`config.mk`:
```
export PLATFORM = sky130hd
export DESIGN_NAME = iiar_cell
export DESIGN_NICKNAME = d
export VERILOG_FILES = /design/src/rtl/iiar_pkg.sv /design/src/rtl/iiar_cell.sv
export SDC_FILE = /design/constraint.sdc
export NUM_CORES = 1
export LEC_CHECK = 0
export BUFFER_PORTS_ARGS = -buffer_cell sky130_fd_sc_hd__buf_4
export CORE_MARGIN = 2
export CORE_UTILIZATION = 42
export DETAILED_ROUTE_END_ITERATION = 8
export GPL_TIMING_DRIVEN = 1
export PLACE_DENSITY = 0.92
export SLEW_MARGIN = 10
export SYNTH_ARGS = -nofsm -noshare
export SYNTH_HDL_FRONTEND = slang
export SYNTH_SLANG_ARGS = --single-unit
```
`constraint.sdc`:
```
create_clock -name clk -period 4.3 [get_ports clk]
set_input_delay 0.215 -clock clk [delete_from_list [all_inputs] [get_ports clk]]
set_output_delay 0.215 -clock clk [all_outputs]
set_load 0.01 [all_outputs]
```
`src/rtl/iiar_pkg.sv`:
```
`timescale 1ns / 1ps
// ----------------------------------------------------------------------------
// iiar_pkg
// Shared types and codes for the indexed insert/remove array.
// ----------------------------------------------------------------------------
package iiar_pkg;

  typedef enum logic [2:0] {
    REQ_APPEND     = 3'd0,
    REQ_INSERT     = 3'd1,
    REQ_REMOVE     = 3'd2,
    REQ_GET        = 3'd3,
    REQ_SET        = 3'd4,
    REQ_SET_LENGTH = 3'd5
  } req_code_t;

  typedef enum logic [1:0] {
    STAT_OK        = 2'd0,
    STAT_BAD_INDEX = 2'd1,
    STAT_FULL      = 2'd2
  } status_t;

  typedef enum logic [1:0] {
    CELL_HOLD,
    CELL_INSERT,
    CELL_REMOVE,
    CELL_SET
  } cell_op_t;

  typedef enum logic [1:0] {
    ST_IDLE,
    ST_BUSY,
    ST_OUT
  } state_t;

  typedef struct packed {
    logic [2:0]  req_type;
    logic [6:0]  position;
    logic [31:0] word_in;
    logic [6:0]  new_length;
  } in_word_t;

  typedef struct packed {
    logic [31:0] word_out;
    logic [6:0]  current_length;
    logic [1:0]  status;
  } out_word_t;

endpackage

```
`src/rtl/iiar_cell.sv`:
```
`timescale 1ns / 1ps
// ----------------------------------------------------------------------------
// iiar_cell
// One array slot. Compares its own index with the request position and the
// fill count, and loads the request word or a neighbour's entry.
// ----------------------------------------------------------------------------
module iiar_cell
  import iiar_pkg::*;
#(
  parameter int WORD_BITS = 32,
  parameter int CW        = 7,
  parameter int INDEX     = 0
) (
  input  logic                 clk,
  input  cell_op_t             op,
  input  logic [CW-1:0]        pos,
  input  logic [CW-1:0]        fill,
  input  logic [WORD_BITS-1:0] word,
  input  logic [WORD_BITS-1:0] lower,
  input  logic [WORD_BITS-1:0] upper,
  output logic [WORD_BITS-1:0] data
);

  localparam logic [CW-1:0] MY_IDX  = CW'(INDEX);
  localparam logic [CW-1:0] MY_NEXT = CW'(INDEX + 1);

  logic [WORD_BITS-1:0] data_r;
  logic [WORD_BITS-1:0] data_nxt;

  always_comb begin
    data_nxt = data_r;
    case (op)
      CELL_INSERT: begin
        if (MY_IDX == pos) begin
          data_nxt = word;
        end else if (MY_IDX > pos && MY_IDX <= fill) begin
          data_nxt = lower;
        end
      end
      CELL_REMOVE: begin
        if (MY_IDX >= pos && MY_NEXT < fill) begin
          data_nxt = upper;
        end
      end
      CELL_SET: begin
        if (MY_IDX == pos) begin
          data_nxt = word;
        end
      end
      default: data_nxt = data_r;
    endcase
  end

  always_ff @(posedge clk) begin
    data_r <= data_nxt;
  end

  assign data = data_r;

endmodule

```
[Yosys cells after proc, flatten, opt, wreduce, memory -nomap -nowiden]
Cells that the tools add are included.
Storage, ports and cells
  input bits: 113
  register bits: 32
  output and inout bits: 32
  logic and storage cells: 21
Operators by class
  order comparisons: 4
  reductions and logical operators: 5
  equal/unequal tests: 6
  mux-type cells: 5
Operator list (count)
  $mux 32: 4
  $pmux 32 s3: 1
  $ge 1x7->1 const A: 1
  $gt 1x7->1 const A: 1
  $le 1x7->1 const A: 1
  $logic_not 7->1: 1
  $lt 1x7->1 const A: 1
  $eq 2x2->1 const B: 2
  $ne 2x2->1 const B: 2
  $reduce_and 4->1: 1
  $ne 3x3->1 const B: 1
  $reduce_bool 3->1: 1
  $eq 2x1->1 const B: 1
  $logic_and 1x1->1: 2

[Longest topological paths before layout]
Gate-level depths: netlist of run 1.
  depth in word-level cells: 5
  gate-level depth with buffers: 5

[Worst setup path before layout of run 1]
No wires, ideal clock.
  kind: input-to-reg
  from: input pos[3]
  to: register data_r[0], in the netlist data[0] (enable)
  library setup time: 432 ps
  path buffers: 2
  stages: 5
  data required time: 3868 ps
  slack: 1010 ps
  data arrival time: 2858 ps
  cells stage by stage: or4_4 or2_1 buf_6 buf_8 a21oi_1
Between the ends
  cells in the longest elaborated chain, start to end: 4
  elaborated cells between the ends (all ways): 9
  those cells by class: order compare (2); eq/ne (3); reduce/logical (4)
Ends and longest elaborated chain
  start, declared: line iiar_cell.sv:16  | input logic [CW-1:0] pos,
  $gt 1x7->1 / $ge 1x7->1 (equally long branches): line iiar_cell.sv:36, iiar_cell.sv:41
  $logic_and 1x1->1, on equally long branches: line iiar_cell.sv:36, iiar_cell.sv:41
  $ne 3x3->1 (no source line) / $ne 2x2->1 (equally long branches)
  $reduce_and 4->1 (no source line) (*)
  end signal, assigned: line iiar_cell.sv:55  | data_r <= data_nxt;
  end, declared: line iiar_cell.sv:27  | logic [WORD_BITS-1:0] data_r;
Every way passes the cells marked *; elsewhere a longest branch is shown, timed or not.
A chain may end at the register's enable or synchronous reset.

[Worst setup path after layout of run 1]
  from: input pos[3]
  to: register data_r[23], in the netlist data[23] (enable)
Same word-level chain as after synthesis.

==> results of run 1 <==
## final timing paths
| check | start | to | slack (ns) | depth (start not counted) |
|---|---|---|---|---|
| min | upper[8] | data[8] | 0.25 | 3 |
| max | pos[3] | data[23] | 2.00 | 4 |
## metal layers
metal  track usage, %  up-vias  routed length (um)
li1                 -     1113                   -
met1            25.57     1140                2510
met2            43.81      102                3903
met3            4.265       12                 431
met4            8.364        0                 130
met5                0        -                   0
## power breakdown
group	switching, mW	total [mW]	internal (mW)
registers	0.000457	0.349	0.349
clock network	0.107	0.214	0.107
logic	0.0695	0.175	0.106
total	0.177	0.739	0.561
## final cells by class
type	instances	area [um2]	area share [%]
repair buffers	147	1104	33.01
well taps	70	87.58	2.620
flip-flops and latches	32	960.9	28.74
multi-input cells	168	1111	33.23
clock buffers	5	68.82	2.058
clock inverters	2	7.507	0.2246
inverters	1	3.754	0.1123
## critical path: stages
cell	delay [ns]
buf_4	0.10
or4_4	0.71
or2_1	0.34
a21oi_4	0.81
## cells in the final DEF, fill, tap and decap left out
master / instances
inv_1: 1
or2_1: 1
a22oi_1: 32
and2_1: 1
clkbuf_8: 5
nand2b_1: 32
nor2b_1: 32
or3_1: 1
nor2b_2: 1
or4_4: 1
clkinv_1: 2
o31ai_1: 1
a21oi_4: 1
buf_4: 147
or4_1: 1
edfxtp_1: 32
o21ai_0: 32
o211ai_1: 32
## per-stage QoR
| step | hold slack, ns | cells |
|---|---|---|
| 2_1_floorplan | 0.4424 | 226 |
| 3_3_place_gp | 0.5308 | 418 |
| 3_5_place_dp | 0.5382 | 418 |
| 4_1_cts | 0.2480 | 425 |
| 5_1_grt | 0.2535 | 425 |
| 6_report | 0.2512 | 425 |
## logic make-up (layout without fill, tap and decap cells)
kind of cell	after synthesis	in the layout	share of synthesized area, %
AOI/OAI and AO/OA	98	98	29.73
buffers and inverters	26	155	6.321
DFF	32	32	43.74
and+or+nand+nor	70	70	20.22
==> impl_metrics.toml, run 1 <==
[power]
leakagePower_nw = 1.301
peakVddDrop_uv = 143.1
power_density_nw_per_um2 = 220.9
p_total_mw = 0.7387

[cells_and_area]
nFillCells = 437
fin_area_um2 = 3343
largest_reg_flops = 32
final_core_util_pct = 65.88
antenna_cells = 0
final_nets = 468
syn_to_final_growth_pct = 52.16
drive_gt1_share_pct = 43.66

[placement]
hpwl_um = 4829
portBuffers = 143
dp_slack_ns = 1.694
placed_area_um2 = 3267
globalplace.congestion = 0.8076

[clocking]
ctsHoldBuffers = 0
tritoncts = "built"
cts.sinks = 32
htreeDepth = 2
cts.clk_slew.worst_paths_ns = 0.07
ctsRootBufferMaster = "clkbuf_8"
cts_buffers = 5
cts_resized = 0
post-cts-setup-buffers = 0
cts_buffer_depth = 2

[worst_setup_path]
crit_type = "in -> reg"
cp-start-kind = "input port"
endpoint_kind = "flip-flop"
critPathMaxFanout = 33
critPathRequiredTime_ns = 4.19
crit_arrival_ns = 2.19

[synth]
ys.flop_type = "edfxtp_1"
syn-instance-count = 226
synthDistinctLibCells = 17
async_reset_ff_share_pct = 0
ys_seq_area_share_pct = 43.74
yosysTopAreaCell = "edfxtp_1"
synth_top_cell_area_share_pct = 43.74
ys_ff_latch = 32
yosysMostFrequentCell = "nor2b_1"
syn_area_um2 = 2197
synth_warnings = 0
syn_avg_cell_area_um2 = 9.722
synth_edf_count = 32
synthTopCellsByArea = "edfxtp_1 44%, a22oi_1 11%, o211ai_1 11%"
synthesis.nets = 339

[routing]
first_pass_iters = 4
vias = 2367
drtIter0Drc = 152
drc = 0
via_per_inst = 5.569
final_antenna_net_count = 0
wl_um = 6976
wl_per_cell_um = 16.41

[global_routing]
grt_use_total_pct = 23.13
grt_antenna_before_repair = 0
grt_pass1_vias = 2322
grt_pass1_wl_um = 10910
grt_overflow = 0
grt_max_degree = 68

[flow_run]
maxCapViolations = 0

[sta]
fmax_mhz = 434.9
setup_tns_ns = 0
worst_slack_ns = 2.000
drv_slew = 0
maxSlewHeadroom_pct = 29.22
worst_pin_slew_ns = 1.059
period_share_pct = 53.48
finalSetupViolations = 0
rsz0062_at_grt = "false"
fin_crit_ns = 2.300
hold_violations = 0

[worst_hold_path]
hp-class = "in -> reg"

[floorplan]
core_um2 = 5075
dieArea_um2 = 5826
io_pins = 145
dieHeight_um = 76.33
row_count = 26
dieWidth_um = 76.33
start_util_pct = 43.29

[status]
status = "finished, final reports clean"
(Power assumes the default switching activity.)
==> inputs of run 2 (changes only) <==
--- a/config.mk
+++ b/config.mk
@@ -5,12 +5,13 @@
 export SDC_FILE = /design/constraint.sdc
 export NUM_CORES = 1
 export LEC_CHECK = 0
+export ABC_AREA = 1
 export BUFFER_PORTS_ARGS = -buffer_cell sky130_fd_sc_hd__buf_4
 export CORE_MARGIN = 2
-export CORE_UTILIZATION = 42
+export CORE_UTILIZATION = 45
 export DETAILED_ROUTE_END_ITERATION = 8
 export GPL_TIMING_DRIVEN = 1
-export PLACE_DENSITY = 0.92
+export PLACE_DENSITY = 0.93
 export SLEW_MARGIN = 10
 export SYNTH_ARGS = -nofsm -noshare
 export SYNTH_HDL_FRONTEND = slang
==> constraint.sdc (replaced) <==
create_clock -name clk -period 2.2 [get_ports clk]
set_input_delay 0.11 -clock clk [delete_from_list [all_inputs] [get_ports clk]]
set_output_delay 0.11 -clock clk [all_outputs]
set_load 0.01 [all_outputs]
==> run 2 against run 1 <==
  * Sequential power rose by 95%
  * Critical path depth did not move
  * Worst setup slack got worse by 1.2 ns
  * Clock power rose by 100%
  * Cell count rose by 33%
  * Wire length rose by 15%
  * Die area rose by 9.9%
  * Hold slack got worse by 0.058 ns
  * First-iteration DRC count rose by 7.9%
  * Sequential share of layout area fell by 2.4 points
  * Synthesized area rose by 18%
==> impl_metrics.toml, run 2 <==
[clocking]
cts_buffers = 5
ctsHoldBuffers = 0
cts_buffer_depth = 2
tritoncts = "built"
ctsRootBufferMaster = "clkbuf_8"
cts.clk_slew.worst_paths_ns = 0.07
htreeDepth = 2
cts.sinks = 32
cts_resized = 0
post-cts-setup-buffers = 0

[cells_and_area]
drive_gt1_share_pct = 33.13
antenna_cells = 0
final_nets = 608
mostFrequentLayoutCells = "147 x buf_4, 101 x inv_1, 97 x nand3_1"
final_common_cell = "buf_4"
syn_to_final_growth_pct = 40.42
final_core_util_pct = 65.90
multiInputGateArea_um2 = 1031
seq_area_um2 = 960.9
nFillCells = 481
largest_reg_flops = 32

[synth]
yosysMostFrequentCell = "inv_1"
syn-instance-count = 366
synthTopCellsByArea = "edfxtp_1 37%, nand3_1 19%, inv_1 15%"
synth_edf_count = 32
syn_avg_cell_area_um2 = 7.104
synthesis.nets = 479
yosysTopAreaCell = "edfxtp_1"
ys.flop_type = "edfxtp_1"
syn_area_um2 = 2600
ys_ff_latch = 32
synth_warnings = 0
synth_top_cell_area_share_pct = 36.96
synth_top_cells_by_count = "101 x inv_1, 97 x nand3_1, 40 x o21ai_1"
ys_seq_area_share_pct = 36.96
async_reset_ff_share_pct = 0
synthDistinctLibCells = 19

[sta]
worst_pin_slew_ns = 1.060
rsz0062_at_grt = "false"
setup_tns_ns = 0
fmax_mhz = 712.1
maxSlewHeadroom_pct = 29.24
hold_violations = 0
period_share_pct = 63.83
drv_slew = 0
fin_crit_ns = 1.404
finalSetupViolations = 0

[power]
power_density_nw_per_um2 = 408.6
p_total_mw = 1.492
peakVddDrop_uv = 220.9
leakagePower_nw = 1.853

[worst_setup_path]
endpoint_kind = "flip-flop"
crit_start = "op[1]"
slowest_delay_ns = 0.57
cp_cell_sequence = "buf_4, inv_1, nand3_1, nand2_1"
critPathMaxFanout = 35
critPathRequiredTime_ns = 2.23
crit_type = "in -> reg"
cp-start-kind = "input port"
slowest_stage = "inv_1"
crit_arrival_ns = 1.44
endpoint = "data[0]"

[status]
status = "finished, final reports clean"

[global_routing]
grt_overflow = 0
grt_pass1_vias = 3046
grt_pass1_wl_um = 12820
grt_antenna_before_repair = 0
grt_use_total_pct = 25.60
grt_max_degree = 36

[worst_hold_path]
worstHoldStart = "lower[28]"
hp-class = "in -> reg"

[routing]
final_antenna_net_count = 0
vias = 2973
drtIter0Drc = 164
first_pass_iters = 5
drc = 0
via_per_inst = 5.243
wl_um = 8027
wl_per_cell_um = 14.16

[floorplan]
start_util_pct = 46.93
row_count = 27
dieHeight_um = 80.01
dieArea_um2 = 6402
io_pins = 145
dieWidth_um = 80.01
core_um2 = 5540

[placement]
hpwl_um = 5618
portBuffers = 143
globalplace.congestion = 0.8195

[flow_run]
maxCapViolations = 0
-- run 2: critical path: cells and delay by family --
kind / cells / cell delay (ns)
and+or+nand+nor: 2 / 0.37
buffers and inverters: 2 / 0.91
-- run 2: logic make-up after synthesis --
group | Yosys count | synth area share, %
buffers and inverters | 127 | 23.82
and+or+nand+nor | 142 | 26.42
AOI/OAI and AO/OA | 65 | 12.80
DFF | 32 | 36.96
-- run 2: power breakdown --
part,total [mW],switching [mW],internal [mW]
Sequential,0.682,0.000892,0.681
Combinational,0.379,0.186,0.193
Clock,0.431,0.216,0.215
Total,1.49,0.403,1.09
-- run 2: final cells by class --
| type | instances | share of cell area, % |
|---|---|---|
| Timing Repair Buffer | 147 | 30.23 |
| Multi-Input combinational cell | 207 | 28.24 |
| Sequential cell | 32 | 26.32 |
| Inverter | 102 | 10.62 |
| Tap cell | 72 | 2.467 |
| Clock buffer | 6 | 1.988 |
| Clock inverter | 1 | 0.1371 |
-- run 2: worst min-delay path by stage --
stage / end / slack [ns] / cells past startpoint
3_5_place_dp: data[28] / 0.48 / 5
4_1_cts: data[28] / 0.19 / 5
5_1_grt: data[28] / 0.22 / 5
3_3_place_gp: data[28] / 0.47 / 5
6_report: data[28] / 0.19 / 5
2_1_floorplan: data[28] / 0.38 / 4
-- run 2: per-stage QoR --
| step | hold WS (ns) | instances | setup WS [ns] | cell area [um2] |
|---|---|---|---|---|
| 3_5_place_dp | 0.4825 | 560 | 0.5227 | 3573 |
| 2_1_floorplan | 0.3788 | 366 | 0.3149 | 2604 |
| 6_report | 0.1928 | 567 | 0.7957 | 3651 |
| 4_1_cts | 0.1930 | 567 | 0.8157 | 3651 |
| 3_3_place_gp | 0.4724 | 560 | 0.5678 | 3573 |
| 5_1_grt | 0.2220 | 567 | 0.6879 | 3651 |
-- run 2: routing by layer --
| layer | global-route usage (%) | up-vias | wire [um] |
|---|---|---|---|
| met4 | 13.73 | 0 | 188 |
| met3 | 4.186 | 22 | 605 |
| met1 | 26.00 | 1352 | 2881 |
| met2 | 49.08 | 172 | 4352 |
| met5 | 0 | - | 0 |
| li1 | - | 1427 | - |
==> inputs of run 3 (changes only) <==
--- a/config.mk
+++ b/config.mk
@@ -5,13 +5,13 @@
 export SDC_FILE = /design/constraint.sdc
 export NUM_CORES = 1
 export LEC_CHECK = 0
-export ABC_AREA = 1
+export ABC_AREA = 0
 export BUFFER_PORTS_ARGS = -buffer_cell sky130_fd_sc_hd__buf_4
 export CORE_MARGIN = 2
-export CORE_UTILIZATION = 45
+export CORE_UTILIZATION = 42
 export DETAILED_ROUTE_END_ITERATION = 8
 export GPL_TIMING_DRIVEN = 1
-export PLACE_DENSITY = 0.93
+export PLACE_DENSITY = 0.92
 export SLEW_MARGIN = 10
 export SYNTH_ARGS = -nofsm -noshare
 export SYNTH_HDL_FRONTEND = slang
==> constraint.sdc (replaced) <==
create_clock -name clk -period 1.4 [get_ports clk]
set_input_delay 0.07 -clock clk [delete_from_list [all_inputs] [get_ports clk]]
set_output_delay 0.07 -clock clk [all_outputs]
set_load 0.01 [all_outputs]
==> run 3 against run 2 <==
  * Sequential share of layout area grew 1.7 points
  * Worst setup slack got worse by 0.77 ns
  * Clock power increased by 53%
  * Non-clock buffer count is 6 higher
  * Highest routed layer unchanged
  * Cell count shrank 24%
  * First-iteration DRC count decreased by 55%
  * Clock-buffer cell count shrank 1
==> impl_metrics.toml, run 3 (synthesis gave the netlist of run 1 again) <==
[status]
status = "finished, final reports clean"

[sta]
finalSetupViolations = 0
fmax_mhz = 725.5
rsz0062_at_grt = "false"
maxSlewHeadroom_pct = 75.58
period_share_pct = 98.46
worst_slack_ns = 0.02159
fin_crit_ns = 1.378
hold_violations = 0
worst_pin_slew_ns = 0.3663
drv_slew = 0

[floorplan]
start_util_pct = 43.29
dieArea_um2 = 5826
row_count = 26
io_pins = 145
dieHeight_um = 76.33
core_um2 = 5075
dieWidth_um = 76.33

[clocking]
cts.sinks = 32
cts_buffer_depth = 2
htreeDepth = 2
ctsHoldBuffers = 0
ctsRootBufferMaster = "clkbuf_8"
cts_buffers = 5
cts_resized = 0
tritoncts = "built"
cts.clk_slew.worst_paths_ns = 0.07
post-cts-setup-buffers = 0

[routing]
drc = 0
via_per_inst = 5.370
final_antenna_net_count = 0
first_pass_iters = 5
wl_per_cell_um = 15.25
wl_um = 6589
vias = 2320
drtIter0Drc = 74

[worst_setup_path]
cp_cell_sequence = "buf_4, or4_1, o31ai_1, buf_4, a21oi_4, buf_12"
cpMostUsedCell = "buf_4"
slowest_stage = "or4_1"
crit_buf_inv = 3
crit_arrival_ns = 1.41
crit_type = "in -> reg"
slowest_delay_ns = 0.52
critPathRequiredTime_ns = 1.44
crit_family = "simple AND/OR/NAND/NOR gates"
critPathMaxFanout = 16
cp-start-kind = "input port"
cp.depth = 6
endpoint_kind = "flip-flop"

[cells_and_area]
largest_reg_flops = 32
fin_cells = 432
drive_gt1_share_pct = 45.03
final_nets = 474
final_common_cell = "buf_4"
final_core_util_pct = 67.63
nFillCells = 420
syn_to_final_growth_pct = 56.21
antenna_cells = 0

[global_routing]
grt_use_total_pct = 22.60
grt_pass1_wl_um = 10630
grt_max_degree = 40
grt_overflow = 0
grt_antenna_before_repair = 0
grt_pass1_vias = 2354

[worst_hold_path]
whs_path_depth = 3
hp-class = "in -> reg"

[power]
leakagePower_nw = 1.343
peakVddDrop_uv = 470.8
power_density_nw_per_um2 = 664.5
p_total_mw = 2.281

[placement]
dp_slack_ns = -0.2530
dp.cells = 424
portBuffers = 143
globalplace.congestion = 0.7636
hpwl_um = 4788

[flow_run]
maxCapViolations = 0
[run 3: worst paths after layout]
check / start / to / slack (ns)
worst min-delay path: upper[20] / data[20] / 0.11
worst max-delay path: fill[6] / data[7] / 0.02
[run 3: report_power, final]
group	leakage (nW)	internal (mW)	switching, mW
sequential	0.276	1.07	0.00159
clock	0.0453	0.337	0.322
combinational	1.02	0.337	0.212
total	1.34	1.74	0.536
[run 3: final cells by class]
class | instances | area (um2) | share of cell area (%)
Multi-Input combinational cell | 168 | 1111 | 32.37
Clock inverter | 3 | 13.76 | 0.4010
Clock buffer | 5 | 68.82 | 2.005
Timing Repair Buffer | 153 | 1186 | 34.56
Inverter | 1 | 3.754 | 0.1094
Tap cell | 70 | 87.58 | 2.552
Sequential cell | 32 | 960.9 | 28.00
[run 3: per-stage QoR]
step / cell area (um2) / TNS [ns] / hold WS, ns
floorplan: 2208 / -21.19 / 0.2974
global placement: 3349 / -13.23 / 0.3886
detailed placement: 3349 / -14.26 / 0.3923
CTS: 3432 / 0 / 0.1054
global route: 3432 / 0 / 0.1068
finish: 3432 / 0 / 0.1109
[run 3: tightest hold or removal path, cell delays in order]
cell      delay, ns
buf_4          0.08
a22oi_1        0.05
o211ai_1       0.07
[run 3: layer usage]
metal | vias up | global-route usage, % | wire length [um]
met1 | 1086 | 25.29 | 2444
met5 | - | 0 | 0
met2 | 101 | 42.48 | 3682
met3 | 8 | 4.739 | 370
met4 | 0 | 7.273 | 91
li1 | 1125 | - | -
